===== src/hw/rtl/rsls_pkg.sv =====
// ----------------------------------------------------------------------------
// rsls_pkg
// Shared constants, register codes and stage types for the radial spotlight
// luminance scaler.
// ----------------------------------------------------------------------------
package rsls_pkg;

	// Default field widths
	localparam int COORD_BITS_DEF = 12;
	localparam int LUMA_BITS_DEF  = 16;

	// Offset window: both offsets must stay within this to use the linear law
	localparam int          OFF_BITS   = 8;
	localparam logic [7:0]  MAX_OFFSET = 8'd160;

	// Squared distance limit (radius 160)
	localparam int          D2_BITS = 17;
	localparam logic [16:0] MAX_D2  = 17'd25600;

	// Square root unit geometry
	localparam int ROOT_BITS       = 16;
	localparam int RAD_BITS        = 16;
	localparam int REM_BITS        = 20;
	localparam int SQRT_STAGES     = 4;
	localparam int STEPS_PER_STAGE = ROOT_BITS / SQRT_STAGES;

	// Scale law: 1.0 - 0.005 * distance, in Q16
	localparam int          SCALE_BITS = 17;
	localparam logic [15:0] SLOPE_Q15  = 16'd41943;
	localparam logic [16:0] ONE_Q16    = 17'd65536;
	localparam logic [16:0] FAR_SCALE  = 17'd13107;

	// Configuration register indexes
	localparam int         CFG_INDEX_BITS = 8;
	localparam logic [7:0] CFG_CENTER_X   = 8'd0;
	localparam logic [7:0] CFG_CENTER_Y   = 8'd1;

	// Absolute offsets after the first stage
	typedef struct packed {
		logic                near;
		logic [OFF_BITS-1:0] ax;
		logic [OFF_BITS-1:0] ay;
	} offs_t;

	// Working state of the digit-by-digit square root
	typedef struct packed {
		logic                 far;
		logic [REM_BITS-1:0]  rem;
		logic [ROOT_BITS-1:0] root;
		logic [RAD_BITS-1:0]  rad;
	} sqrt_t;

endpackage


===== src/hw/rtl/rsls_offset.sv =====
// ----------------------------------------------------------------------------
// rsls_offset
// First stage: signed offsets from the centre, magnitudes and window check.
// ----------------------------------------------------------------------------
module rsls_offset #(
	parameter int COORD_BITS = rsls_pkg::COORD_BITS_DEF,
	parameter int LUMA_BITS  = rsls_pkg::LUMA_BITS_DEF
) (
	input  logic                         clk,
	input  logic                         en,
	input  logic [COORD_BITS-1:0]        pixel_x,
	input  logic [COORD_BITS-1:0]        pixel_y,
	input  logic [LUMA_BITS-1:0]         luma_in,
	input  logic signed [COORD_BITS+1:0] center_x,
	input  logic signed [COORD_BITS+1:0] center_y,
	output rsls_pkg::offs_t              offs_s1,
	output logic [LUMA_BITS-1:0]         luma_s1
);

	localparam int DW = COORD_BITS + 3;

	logic signed [DW-1:0] dx;
	logic signed [DW-1:0] dy;
	logic [DW-1:0]        ax;
	logic [DW-1:0]        ay;

	// Form signed offsets with one spare bit and take magnitudes
	assign dx = $signed({3'b000, pixel_x}) - $signed({center_x[COORD_BITS+1], center_x});
	assign dy = $signed({3'b000, pixel_y}) - $signed({center_y[COORD_BITS+1], center_y});
	assign ax = dx[DW-1] ? (~dx + 1'b1) : dx;
	assign ay = dy[DW-1] ? (~dy + 1'b1) : dy;

	// Register magnitudes; only the low bits matter inside the window
	always_ff @(posedge clk) begin
		if (en) begin
			offs_s1.near <= (ax <= DW'(rsls_pkg::MAX_OFFSET)) &&
			                (ay <= DW'(rsls_pkg::MAX_OFFSET));
			offs_s1.ax   <= ax[rsls_pkg::OFF_BITS-1:0];
			offs_s1.ay   <= ay[rsls_pkg::OFF_BITS-1:0];
			luma_s1      <= luma_in;
		end
	end

endmodule


===== src/hw/rtl/rsls_dist.sv =====
// ----------------------------------------------------------------------------
// rsls_dist
// Second stage: squared distance, far test and seed of the square root.
// ----------------------------------------------------------------------------
module rsls_dist #(
	parameter int LUMA_BITS = rsls_pkg::LUMA_BITS_DEF
) (
	input  logic                 clk,
	input  logic                 en,
	input  rsls_pkg::offs_t      offs_s1,
	input  logic [LUMA_BITS-1:0] luma_s1,
	output rsls_pkg::sqrt_t      sq_s2,
	output logic [LUMA_BITS-1:0] luma_s2
);

	logic [2*rsls_pkg::OFF_BITS-1:0] sqx;
	logic [2*rsls_pkg::OFF_BITS-1:0] sqy;
	logic [rsls_pkg::D2_BITS-1:0]    d2;

	// Sum of squares
	assign sqx = offs_s1.ax * offs_s1.ax;
	assign sqy = offs_s1.ay * offs_s1.ay;
	assign d2  = {1'b0, sqx} + {1'b0, sqy};

	// Seed the root: radicand is d2 followed by sixteen zero bits
	always_ff @(posedge clk) begin
		if (en) begin
			sq_s2.far  <= !offs_s1.near || (d2 > rsls_pkg::MAX_D2);
			sq_s2.rem  <= '0;
			sq_s2.root <= '0;
			sq_s2.rad  <= d2[rsls_pkg::RAD_BITS-1:0];
			luma_s2    <= luma_s1;
		end
	end

endmodule


===== src/hw/rtl/rsls_sqrt_stage.sv =====
// ----------------------------------------------------------------------------
// rsls_sqrt_stage
// One pipeline stage of the restoring square root, four root bits per stage.
// ----------------------------------------------------------------------------
module rsls_sqrt_stage #(
	parameter int LUMA_BITS = rsls_pkg::LUMA_BITS_DEF
) (
	input  logic                 clk,
	input  logic                 en,
	input  rsls_pkg::sqrt_t      sq_in,
	input  logic [LUMA_BITS-1:0] luma_in,
	output rsls_pkg::sqrt_t      sq_q,
	output logic [LUMA_BITS-1:0] luma_q
);

	rsls_pkg::sqrt_t nxt;

	// Bring down two radicand bits per step and try the next root bit
	always_comb begin
		logic [rsls_pkg::REM_BITS-1:0] trial;
		nxt = sq_in;
		for (int k = 0; k < rsls_pkg::STEPS_PER_STAGE; k++) begin
			nxt.rem = {nxt.rem[rsls_pkg::REM_BITS-3:0], nxt.rad[rsls_pkg::RAD_BITS-1 -: 2]};
			trial   = rsls_pkg::REM_BITS'({nxt.root, 2'b01});
			if (nxt.rem >= trial) begin
				nxt.rem  = nxt.rem - trial;
				nxt.root = {nxt.root[rsls_pkg::ROOT_BITS-2:0], 1'b1};
			end else begin
				nxt.root = {nxt.root[rsls_pkg::ROOT_BITS-2:0], 1'b0};
			end
			nxt.rad = {nxt.rad[rsls_pkg::RAD_BITS-3:0], 2'b00};
		end
	end

	always_ff @(posedge clk) begin
		if (en) begin
			sq_q   <= nxt;
			luma_q <= luma_in;
		end
	end

endmodule


===== src/hw/rtl/rsls_scale.sv =====
// ----------------------------------------------------------------------------
// rsls_scale
// Final two stages: scale from distance, then luminance times scale.
// ----------------------------------------------------------------------------
module rsls_scale #(
	parameter int LUMA_BITS = rsls_pkg::LUMA_BITS_DEF
) (
	input  logic                 clk,
	input  logic                 en_scale,
	input  logic                 en_out,
	input  rsls_pkg::sqrt_t      sq_in,
	input  logic [LUMA_BITS-1:0] luma_in,
	output logic [LUMA_BITS-1:0] luma_out_s8
);

	logic [31:0]                     slope_prod;
	logic [rsls_pkg::SCALE_BITS-1:0] scale_s7;
	logic [LUMA_BITS-1:0]            luma_s7;
	logic [LUMA_BITS+16:0]           luma_prod;

	// Linear fall-off, or the floor value outside the radius
	assign slope_prod = sq_in.root * rsls_pkg::SLOPE_Q15;

	always_ff @(posedge clk) begin
		if (en_scale) begin
			scale_s7 <= sq_in.far ? rsls_pkg::FAR_SCALE
			                      : rsls_pkg::ONE_Q16 - slope_prod[31:15];
			luma_s7  <= luma_in;
		end
	end

	// Apply the scale in Q16
	assign luma_prod = luma_s7 * scale_s7;

	always_ff @(posedge clk) begin
		if (en_out) begin
			luma_out_s8 <= luma_prod[LUMA_BITS+15:16];
		end
	end

endmodule


===== src/hw/rtl/radial_spotlight_luma_scale.sv =====
// Throughput: one pixel per cycle while the output is not stalled; the 16-bit
// square root is spread over four stages of four root bits each, and the two
// multiplies sit in stages of their own. Each stage holds only while the stage
// after it is full and stalled.
// Reset (arst_n low) empties the pipeline and sets both centre registers to 0.
// ----------------------------------------------------------------------------
// radial_spotlight_luma_scale
// Scales pixel luminance by a linear radial fall-off around a set centre.
// ----------------------------------------------------------------------------
module radial_spotlight_luma_scale #(
	parameter int COORD_BITS = rsls_pkg::COORD_BITS_DEF,
	parameter int LUMA_BITS  = rsls_pkg::LUMA_BITS_DEF,
	localparam int IN_W  = ((2*COORD_BITS + LUMA_BITS + 7) / 8) * 8,
	localparam int OUT_W = ((LUMA_BITS + 7) / 8) * 8
) (
	input  logic                                clk,
	input  logic                                arst_n,
	input  logic                                s_tvalid,
	output logic                                s_tready,
	// s_tdata, low bit up: pixel_x, pixel_y, luma_in, zero fill
	input  logic [IN_W-1:0]                     s_tdata,
	output logic                                m_tvalid,
	input  logic                                m_tready,
	// m_tdata, low bit up: luma_out, zero fill
	output logic [OUT_W-1:0]                    m_tdata,
	input  logic                                cfg_valid,
	output logic                                cfg_ready,
	input  logic [rsls_pkg::CFG_INDEX_BITS-1:0] cfg_index,
	input  logic [COORD_BITS+1:0]               cfg_data
);

	localparam int NST = 4 + rsls_pkg::SQRT_STAGES;

	logic signed [COORD_BITS+1:0] center_x_q;
	logic signed [COORD_BITS+1:0] center_y_q;
	logic [NST-1:0]               valid_q;
	logic [NST:0]                 rdy;

	rsls_pkg::offs_t              offs_s1;
	logic [LUMA_BITS-1:0]         luma_s1;
	rsls_pkg::sqrt_t              sq_s [rsls_pkg::SQRT_STAGES+1];
	logic [LUMA_BITS-1:0]         luma_sq [rsls_pkg::SQRT_STAGES+1];
	logic [LUMA_BITS-1:0]         luma_out_s8;

	// Configuration writes, always taken
	assign cfg_ready = 1'b1;

	always_ff @(posedge clk or negedge arst_n) begin
		if (!arst_n) begin
			center_x_q <= '0;
			center_y_q <= '0;
		end else if (cfg_valid) begin
			unique case (cfg_index)
				rsls_pkg::CFG_CENTER_X: center_x_q <= cfg_data;
				rsls_pkg::CFG_CENTER_Y: center_y_q <= cfg_data;
				default: ;
			endcase
		end
	end

	// Ready chain: a stage advances when empty or when the next one advances
	always_comb begin
		rdy[NST] = m_tready;
		for (int i = NST - 1; i >= 0; i--) begin
			rdy[i] = !valid_q[i] || rdy[i+1];
		end
	end

	assign s_tready = rdy[0];

	// Valid bits travel with the data
	always_ff @(posedge clk or negedge arst_n) begin
		if (!arst_n) begin
			valid_q <= '0;
		end else begin
			if (rdy[0]) begin
				valid_q[0] <= s_tvalid;
			end
			for (int i = 1; i < NST; i++) begin
				if (rdy[i]) begin
					valid_q[i] <= valid_q[i-1];
				end
			end
		end
	end

	rsls_offset #(
		.COORD_BITS(COORD_BITS),
		.LUMA_BITS (LUMA_BITS)
	) u_offset (
		.clk     (clk),
		.en      (rdy[0]),
		.pixel_x (s_tdata[COORD_BITS-1:0]),
		.pixel_y (s_tdata[2*COORD_BITS-1:COORD_BITS]),
		.luma_in (s_tdata[2*COORD_BITS+LUMA_BITS-1:2*COORD_BITS]),
		.center_x(center_x_q),
		.center_y(center_y_q),
		.offs_s1 (offs_s1),
		.luma_s1 (luma_s1)
	);

	rsls_dist #(
		.LUMA_BITS(LUMA_BITS)
	) u_dist (
		.clk    (clk),
		.en     (rdy[1]),
		.offs_s1(offs_s1),
		.luma_s1(luma_s1),
		.sq_s2  (sq_s[0]),
		.luma_s2(luma_sq[0])
	);

	// Square root stages
	for (genvar g = 0; g < rsls_pkg::SQRT_STAGES; g++) begin : g_sqrt
		rsls_sqrt_stage #(
			.LUMA_BITS(LUMA_BITS)
		) u_stage (
			.clk    (clk),
			.en     (rdy[2+g]),
			.sq_in  (sq_s[g]),
			.luma_in(luma_sq[g]),
			.sq_q   (sq_s[g+1]),
			.luma_q (luma_sq[g+1])
		);
	end

	rsls_scale #(
		.LUMA_BITS(LUMA_BITS)
	) u_scale (
		.clk        (clk),
		.en_scale   (rdy[NST-2]),
		.en_out     (rdy[NST-1]),
		.sq_in      (sq_s[rsls_pkg::SQRT_STAGES]),
		.luma_in    (luma_sq[rsls_pkg::SQRT_STAGES]),
		.luma_out_s8(luma_out_s8)
	);

	assign m_tvalid = valid_q[NST-1];
	assign m_tdata  = OUT_W'(luma_out_s8);

	// Input back-pressure only ever comes from a stalled full output
	a_stall_source: assert property (@(posedge clk) disable iff (!arst_n)
		!s_tready |-> (m_tvalid && !m_tready))
		else $error("input stalled without output back-pressure");

	// A full first stage that cannot advance keeps its request
	a_hold_first: assert property (@(posedge clk) disable iff (!arst_n)
		(valid_q[0] && !rdy[1]) |=> valid_q[0])
		else $error("first stage dropped a held request");

	// A write to the horizontal centre takes effect on the next cycle
	a_cfg_x: assert property (@(posedge clk) disable iff (!arst_n)
		(cfg_valid && (cfg_index == rsls_pkg::CFG_CENTER_X)) |=>
		(center_x_q == $past(cfg_data)))
		else $error("centre x write lost");

	// A write to the vertical centre takes effect on the next cycle
	a_cfg_y: assert property (@(posedge clk) disable iff (!arst_n)
		(cfg_valid && (cfg_index == rsls_pkg::CFG_CENTER_Y)) |=>
		(center_y_q == $past(cfg_data)))
		else $error("centre y write lost");

endmodule


===== config.mk =====
export PLATFORM = sky130hd
export DESIGN_NAME = radial_spotlight_luma_scale
export DESIGN_NICKNAME = d
export VERILOG_FILES = /design/src/hw/rtl/rsls_pkg.sv /design/src/hw/rtl/rsls_offset.sv /design/src/hw/rtl/rsls_dist.sv /design/src/hw/rtl/rsls_sqrt_stage.sv /design/src/hw/rtl/rsls_scale.sv /design/src/hw/rtl/radial_spotlight_luma_scale.sv
export SDC_FILE = /design/constraint.sdc
export NUM_CORES = 2
export LEC_CHECK = 0
export ABC_AREA = 0
export BUFFER_PORTS_ARGS = -buffer_cell sky130_fd_sc_hd__buf_2
export CAP_MARGIN = 20
export CORE_MARGIN = 1.5
export CORE_UTILIZATION = 50
export DETAILED_ROUTE_END_ITERATION = 10
export GPL_TIMING_DRIVEN = 0
export PLACE_DENSITY = 0.64
export SYNTH_ARGS = -nofsm -noshare
export SYNTH_HDL_FRONTEND = slang
export SYNTH_SLANG_ARGS = --single-unit

===== constraint.sdc =====
create_clock -name clk -period 11.43 [get_ports clk]
set_input_delay 0.5715 -clock clk [delete_from_list [all_inputs] [get_ports clk]]
set_output_delay 0.5715 -clock clk [all_outputs]
set_load 0.02 [all_outputs]

-- After elaboration in Yosys (flattened, before gate mapping)
Cells that the tools add are included.
- $add $sub $neg: 21
- $mul: 4
- $lt $le $gt $ge: 19
- equal/unequal tests: 1
- multiplexer cells: 33
- bitwise operators: 2
- reductions and logical operators: 22
- operators with widths (cell ; number):
    $mux W18 ; 15
    $mul A16 B16 Y32 const B ; 1
    $mul A16 B17 Y32 ; 1
    $mul A8 B8 Y16 ; 2
    $add A15 B1 Y15 const B ; 2
    $le A15 B8 Y1 const B ; 2
    $mux W15 ; 2
    $not A15 Y15 ; 2
    $sub A13 B14 Y15 ; 2
    $ge A20 B10 Y1 ; 1
    $ge A20 B11 Y1 ; 1
    $ge A20 B12 Y1 ; 1
    $ge A20 B13 Y1 ; 1
    $ge A20 B14 Y1 ; 1
    $ge A20 B15 Y1 ; 1
    $ge A20 B16 Y1 ; 1
    $ge A20 B17 Y1 ; 1
    $ge A20 B3 Y1 ; 1
    $ge A20 B4 Y1 ; 1
    $ge A20 B5 Y1 ; 1
    $ge A20 B6 Y1 ; 1
    $ge A20 B7 Y1 ; 1
    $ge A20 B8 Y1 ; 1
    $ge A20 B9 Y1 ; 1
    other kinds (26) ; 58
- register bits: 321
- bits of input ports: 67
- output and inout bits: 19

-- Depth between registers and ports, before layout
- depth in word-level cells: 9
- depth in mapped cells: 55
- mapped depth without buffers: 52

-- By module
A second synthesis with hierarchy kept.
- cell total of the unflattened synthesis: 5773
- area, all modules: 52651.7 um^2
- modules (own cells, without submodules) (module ; instances ; cells each ; area an instance (um^2)):
    rsls_sqrt_stage (g_sqrt[1].u_stage ...) ; 3 ; 790 ; 6796.5
    rsls_scale ; 1 ; 1725 ; 16092.9
    rsls_sqrt_stage (g_sqrt[0].u_stage) ; 1 ; 767 ; 6593.8
    rsls_dist ; 1 ; 445 ; 4727.0
    rsls_offset ; 1 ; 374 ; 3328.2
    radial_spotlight_luma_scale ; 1 ; 92 ; 1520.2

-- Worst setup path before layout
Ideal clock, no wire load.
- path kind: register to register
- start point: reg g_sqrt[1].u_stage.sq_q[16] (netlist name)
- end point: reg g_sqrt[2].u_stage.sq_q[44] (netlist name), data pin
- library setup time: 0.262 ns
- arrival: 9.179 ns
- data required time: 11.168 ns
- slack: 1.989 ns
- stages on the path, launching flop included: 54
- path through: edfxtp_1 -> inv_1 -> ha_1 -> inv_1 -> fa_1 -> nor2b_1 -> o21bai_1 -> a21oi_2 -> buf_4 -> nor2_1 -> clkbuf_1 -> mux2_2 -> ha_1 -> a21oi_1 -> o21bai_1 -> a21oi_1 -> nor3_1 -> and4bb_2 -> [... 18 more ...] -> inv_1 -> ha_1 -> a21o_1 -> a21oi_1 -> o21bai_1 -> a21oi_1 -> o21bai_1 -> a21oi_1 -> o21bai_1 -> a21oi_1 -> inv_1 -> a21oi_1 -> nand2_1 -> a21oi_1 -> nand2_1 -> nor4_4 -> inv_2 -> mux2_1
- RTL lines (what ; line ; text):
    start: declaration ; rsls_sqrt_stage.sv:12 ; output rsls_pkg::sqrt_t sq_q,
    start signal: assignment ; rsls_sqrt_stage.sv:37 ; sq_q <= nxt;
    end signal: assignment ; rsls_sqrt_stage.sv:37 ;
    end: declaration ; rsls_sqrt_stage.sv:12 ;

==> flow_summary.yaml <==
run_status:
  outcome: "completed"
clock_tree:
  cts_root_buf: "clkbuf_16"
  cts.path.max_buffers: 3
  clkLatencyLatePin_ns: 0.58
  h-tree-depth: 2
  clkSlewWorstSetupHoldPaths_ns: 0.06
  numCtsBuffers: 39
  cts.sinks: 320
  cts_tree: "yes"
  hold_buffers: 0
synthesis:
  synth_commonest_cells: "inv_1, ha_1, fa_1"
  synth_seq_cells: 320
  syn_inst: 3717
  synth_area_leaders: "edfxtp_1, fa_1, ha_1"
  synth_edf_count: 284
  synthAdderAreaFrac: 0.365
  synth_compound_area_frac: 0.0997
  synthXorXnorAreaFrac: 0.0545
  ys_async_sr_fraction: 0.113
  synth_warnings: 0
  synth_ff_type: "edfxtp_1"
  synth_top_family_by_area: "adder cells"
  yosys.cell_count.top_type: "inv_1"
  yosys.area_share.simple: 0.140
  synthMuxAreaShare: 0.0192
  synth.top_cell.area_share: 0.231
  seq_area_frac_synth: 0.255
  postSynthAreaPerCell_um2: 9.94
  post-synth-top-area-cell: "edfxtp_1"
  syn_area_um2: 37000
  yosysUniqueCellTypes: 108
routing:
  post_drt_wl_per_cell_um: 16.1
  num_vias: 25940
  drt_first_pass_iters: 5
  drtIter0Drc: 1276
  drc_errors: 0
  drt.antenna.violating_nets: 0
  vias_per_cell: 5.36
  routed_wl_um: 77900
grt:
  track_usage: 0.213
  antenna_found_initial: 1
  grt_max_degree: 41
  grt_overflow: 0
  grt_pass1_vias: 26065
  grt_pass1_wl_um: 131000
sta:
  finalCriticalPeriod_ns: 10.56
  hold_viol: 0
  worst_pin_slew_ns: 0.889
  fin_hold_ws_ns: 0.110
  fin_crit_sh: 0.924
  max_freq_mhz: 94.7
  max-slew-margin-rel: 0.402
  finalSetupViolations: 0
  finalMaxSlewViolations: 0
  fin_skew_ns: 0.0317
setup_path:
  r2r-end: "g_sqrt[1].u_stage.sq_q[43]$_DFFE_PP_"
  crit_path_frequent_cell: "ha_1"
  critPathMaxFanout: 10
  critPathLaunchType: "flop"
  cp_slowest_cell: "nor3b_2"
  cp_slowest_stage_delay_ns: 0.51
  worstPathRequired_ns: 11.72
  worstSetupPathType: "reg2reg"
  end_kind: "flop"
  arrival_ns: 10.84
  reg2reg_slack_ns: 0.87
  reg2reg_from: "g_sqrt[0].u_stage.sq_q[17]$_DFFE_PP_"
  reg2reg_depth: 43
final_layout:
  nets: 4768
  drive_gt1_frac: 0.0729
  areaGrowthSynthToFinish_pct: 8.38
  antenna_cells: 0
  fill_cells: 6552
  finalNonFillerCells: 4843
  final_cell_area_um2: 40100
floorplan:
  ios: 86
  die_w_um: 275
  fp.dieH_um: 275
  fp.coreArea_um2: 73100
  num_rows: 99
  initial_core_util: 0.506
  design.die.area_um2: 75600
placement:
  routabilityCongestion: 0.905
  hpwl_um: 64100
  dp_cells: 4766
  postPlaceCellArea_um2: 38700
  io_buffers: 84
hold_path:
  hold_class: "in2async"
job:
  maxCapViolCount: 0
==> placed cells by master, fill, tap and decap left out, types with 35 or more instances in the layout <==
| cell | synthesis | routed |
|---|---|---|
| ha_1 | 461 | 461 |
| clkbuf_1 | 65 | 67 |
| dfrtp_1 | 36 | 36 |
| inv_1 | 565 | 563 |
| o21bai_1 | 35 | 35 |
| nand2b_1 | 35 | 35 |
| mux2_2 | 47 | 47 |
| xnor2_1 | 146 | 146 |
| o21ai_0 | 120 | 120 |
| buf_2 | 6 | 91 |
| and2_1 | 145 | 145 |
| nand3_1 | 57 | 54 |
| nand2_1 | 357 | 352 |
| fa_1 | 385 | 385 |
| a21o_1 | 47 | 47 |
| edfxtp_1 | 284 | 284 |
| nor3_1 | 75 | 75 |
| clkbuf_16 | 0 | 39 |
| xor2_1 | 84 | 84 |
| a21oi_1 | 180 | 180 |
| nor2_1 | 190 | 189 |
==> timing repair <==
item | 4_1_cts | 5_1_grt
endpoints found under the hold margin | 0 | 0
setup buffers | 0 | 8
gates resized for setup | 5 | 15
cloned | 0 | 1
pin swaps | 0 | 3
setup endpoints to repair | 18 | 19
==> through the flow <==
stage	setup TNS (ns)	setup WS, ns	util
detailed placement	-5.01	-0.436	0.529
floorplan	0	1.99	-
global route	-0.00309	-0.00309	0.548
global placement	-1.76	-0.241	0.528
CTS	0	0.131	0.547
finish	0	0.874	0.548
==> sequential cells by signal, summed over array words and instances, names as in the netlist <==
name,flops
g_sqrt.u_stage.sq_q,105
g_sqrt.u_stage.luma_q,64
u_dist.sq_s2,17
u_offset.offs_s1,17
u_scale.scale_s7,17
u_dist.luma_s2,16
u_offset.luma_s1,16
u_scale.luma_out_s8,16
u_scale.luma_s7,16
center_x_q,14
center_y_q,14
valid_q,8
==> layer usage <==
| metal | vias to the layer above | GRT usage | part of all wire |
|---|---|---|---|
| li1 | 12806 | - | - |
| met1 | 12634 | 0.289 | 0.46 |
| met2 | 415 | 0.368 | 0.49 |
| met3 | 85 | 0.0228 | 0.036 |
| met4 | 0 | 0.0450 | 0.017 |
| met5 | - | 0 | 0 |
==> cell families (layout without fill, tap and decap cells) <==
logic type,after synthesis,in the layout
and+or+nand+nor,1037,1037
DFF,320,320
buffers and inverters,648,813
muxes,63,63
other,1,3
AOI/OAI and AO/OA,572,572
xor gates and xnor gates,230,230
adders and majority gates,846,846
==> worst max-delay path by stage <==
stage | from | endpoint | slack (ns) | cells after the start
finish | g_sqrt[0].u_stage.sq_q[17]$_DFFE_PP_ | g_sqrt[1].u_stage.sq_q[43]$_DFFE_PP_ | 0.87 | 43
global placement | g_sqrt[1].u_stage.sq_q[16]$_DFFE_PP_ | g_sqrt[2].u_stage.sq_q[44]$_DFFE_PP_ | -0.24 | 53
CTS | g_sqrt[1].u_stage.sq_q[16]$_DFFE_PP_ | g_sqrt[2].u_stage.sq_q[44]$_DFFE_PP_ | 0.13 | 52
floorplan | g_sqrt[1].u_stage.sq_q[16]$_DFFE_PP_ | g_sqrt[2].u_stage.sq_q[44]$_DFFE_PP_ | 1.99 | 53
global route | g_sqrt[1].u_stage.sq_q[16]$_DFFE_PP_ | g_sqrt[2].u_stage.sq_q[42]$_DFFE_PP_ | -0.003 | 53
detailed placement | g_sqrt[1].u_stage.sq_q[16]$_DFFE_PP_ | g_sqrt[2].u_stage.sq_q[44]$_DFFE_PP_ | -0.44 | 53
==> final cells by class <==
cell class / instances / area, um^2 / share of cell area
Multi-Input combinational cell: 2751 / 25100 / 0.627
Clock inverter: 22 / 258 / 0.00644
Inverter: 567 / 2140 / 0.0534
Sequential cell: 320 / 9430 / 0.235
Timing Repair inverter: 1 / 7.51 / 0.000187
Clock buffer: 48 / 1010 / 0.0252
Buffer: 79 / 340 / 0.00850
Tap cell: 959 / 1200 / 0.0300
Timing Repair Buffer: 96 / 561 / 0.0140
==> worst max-delay path, delay by kind of cell (launching register included) <==
family | cells | cell delay [ns]
and+or+nand+nor | 21 | 4.32
AOI/OAI and AO/OA | 9 | 2.00
adders and majority gates | 4 | 1.47
buffers and inverters | 6 | 1.38
muxes | 2 | 0.65
DFF | 1 | 0.36
xor gates and xnor gates | 1 | 0.10
Power is left out: the tool's default activity adds up to more than one toggle a clock period on the data nets, which glitch-free logic cannot reach.
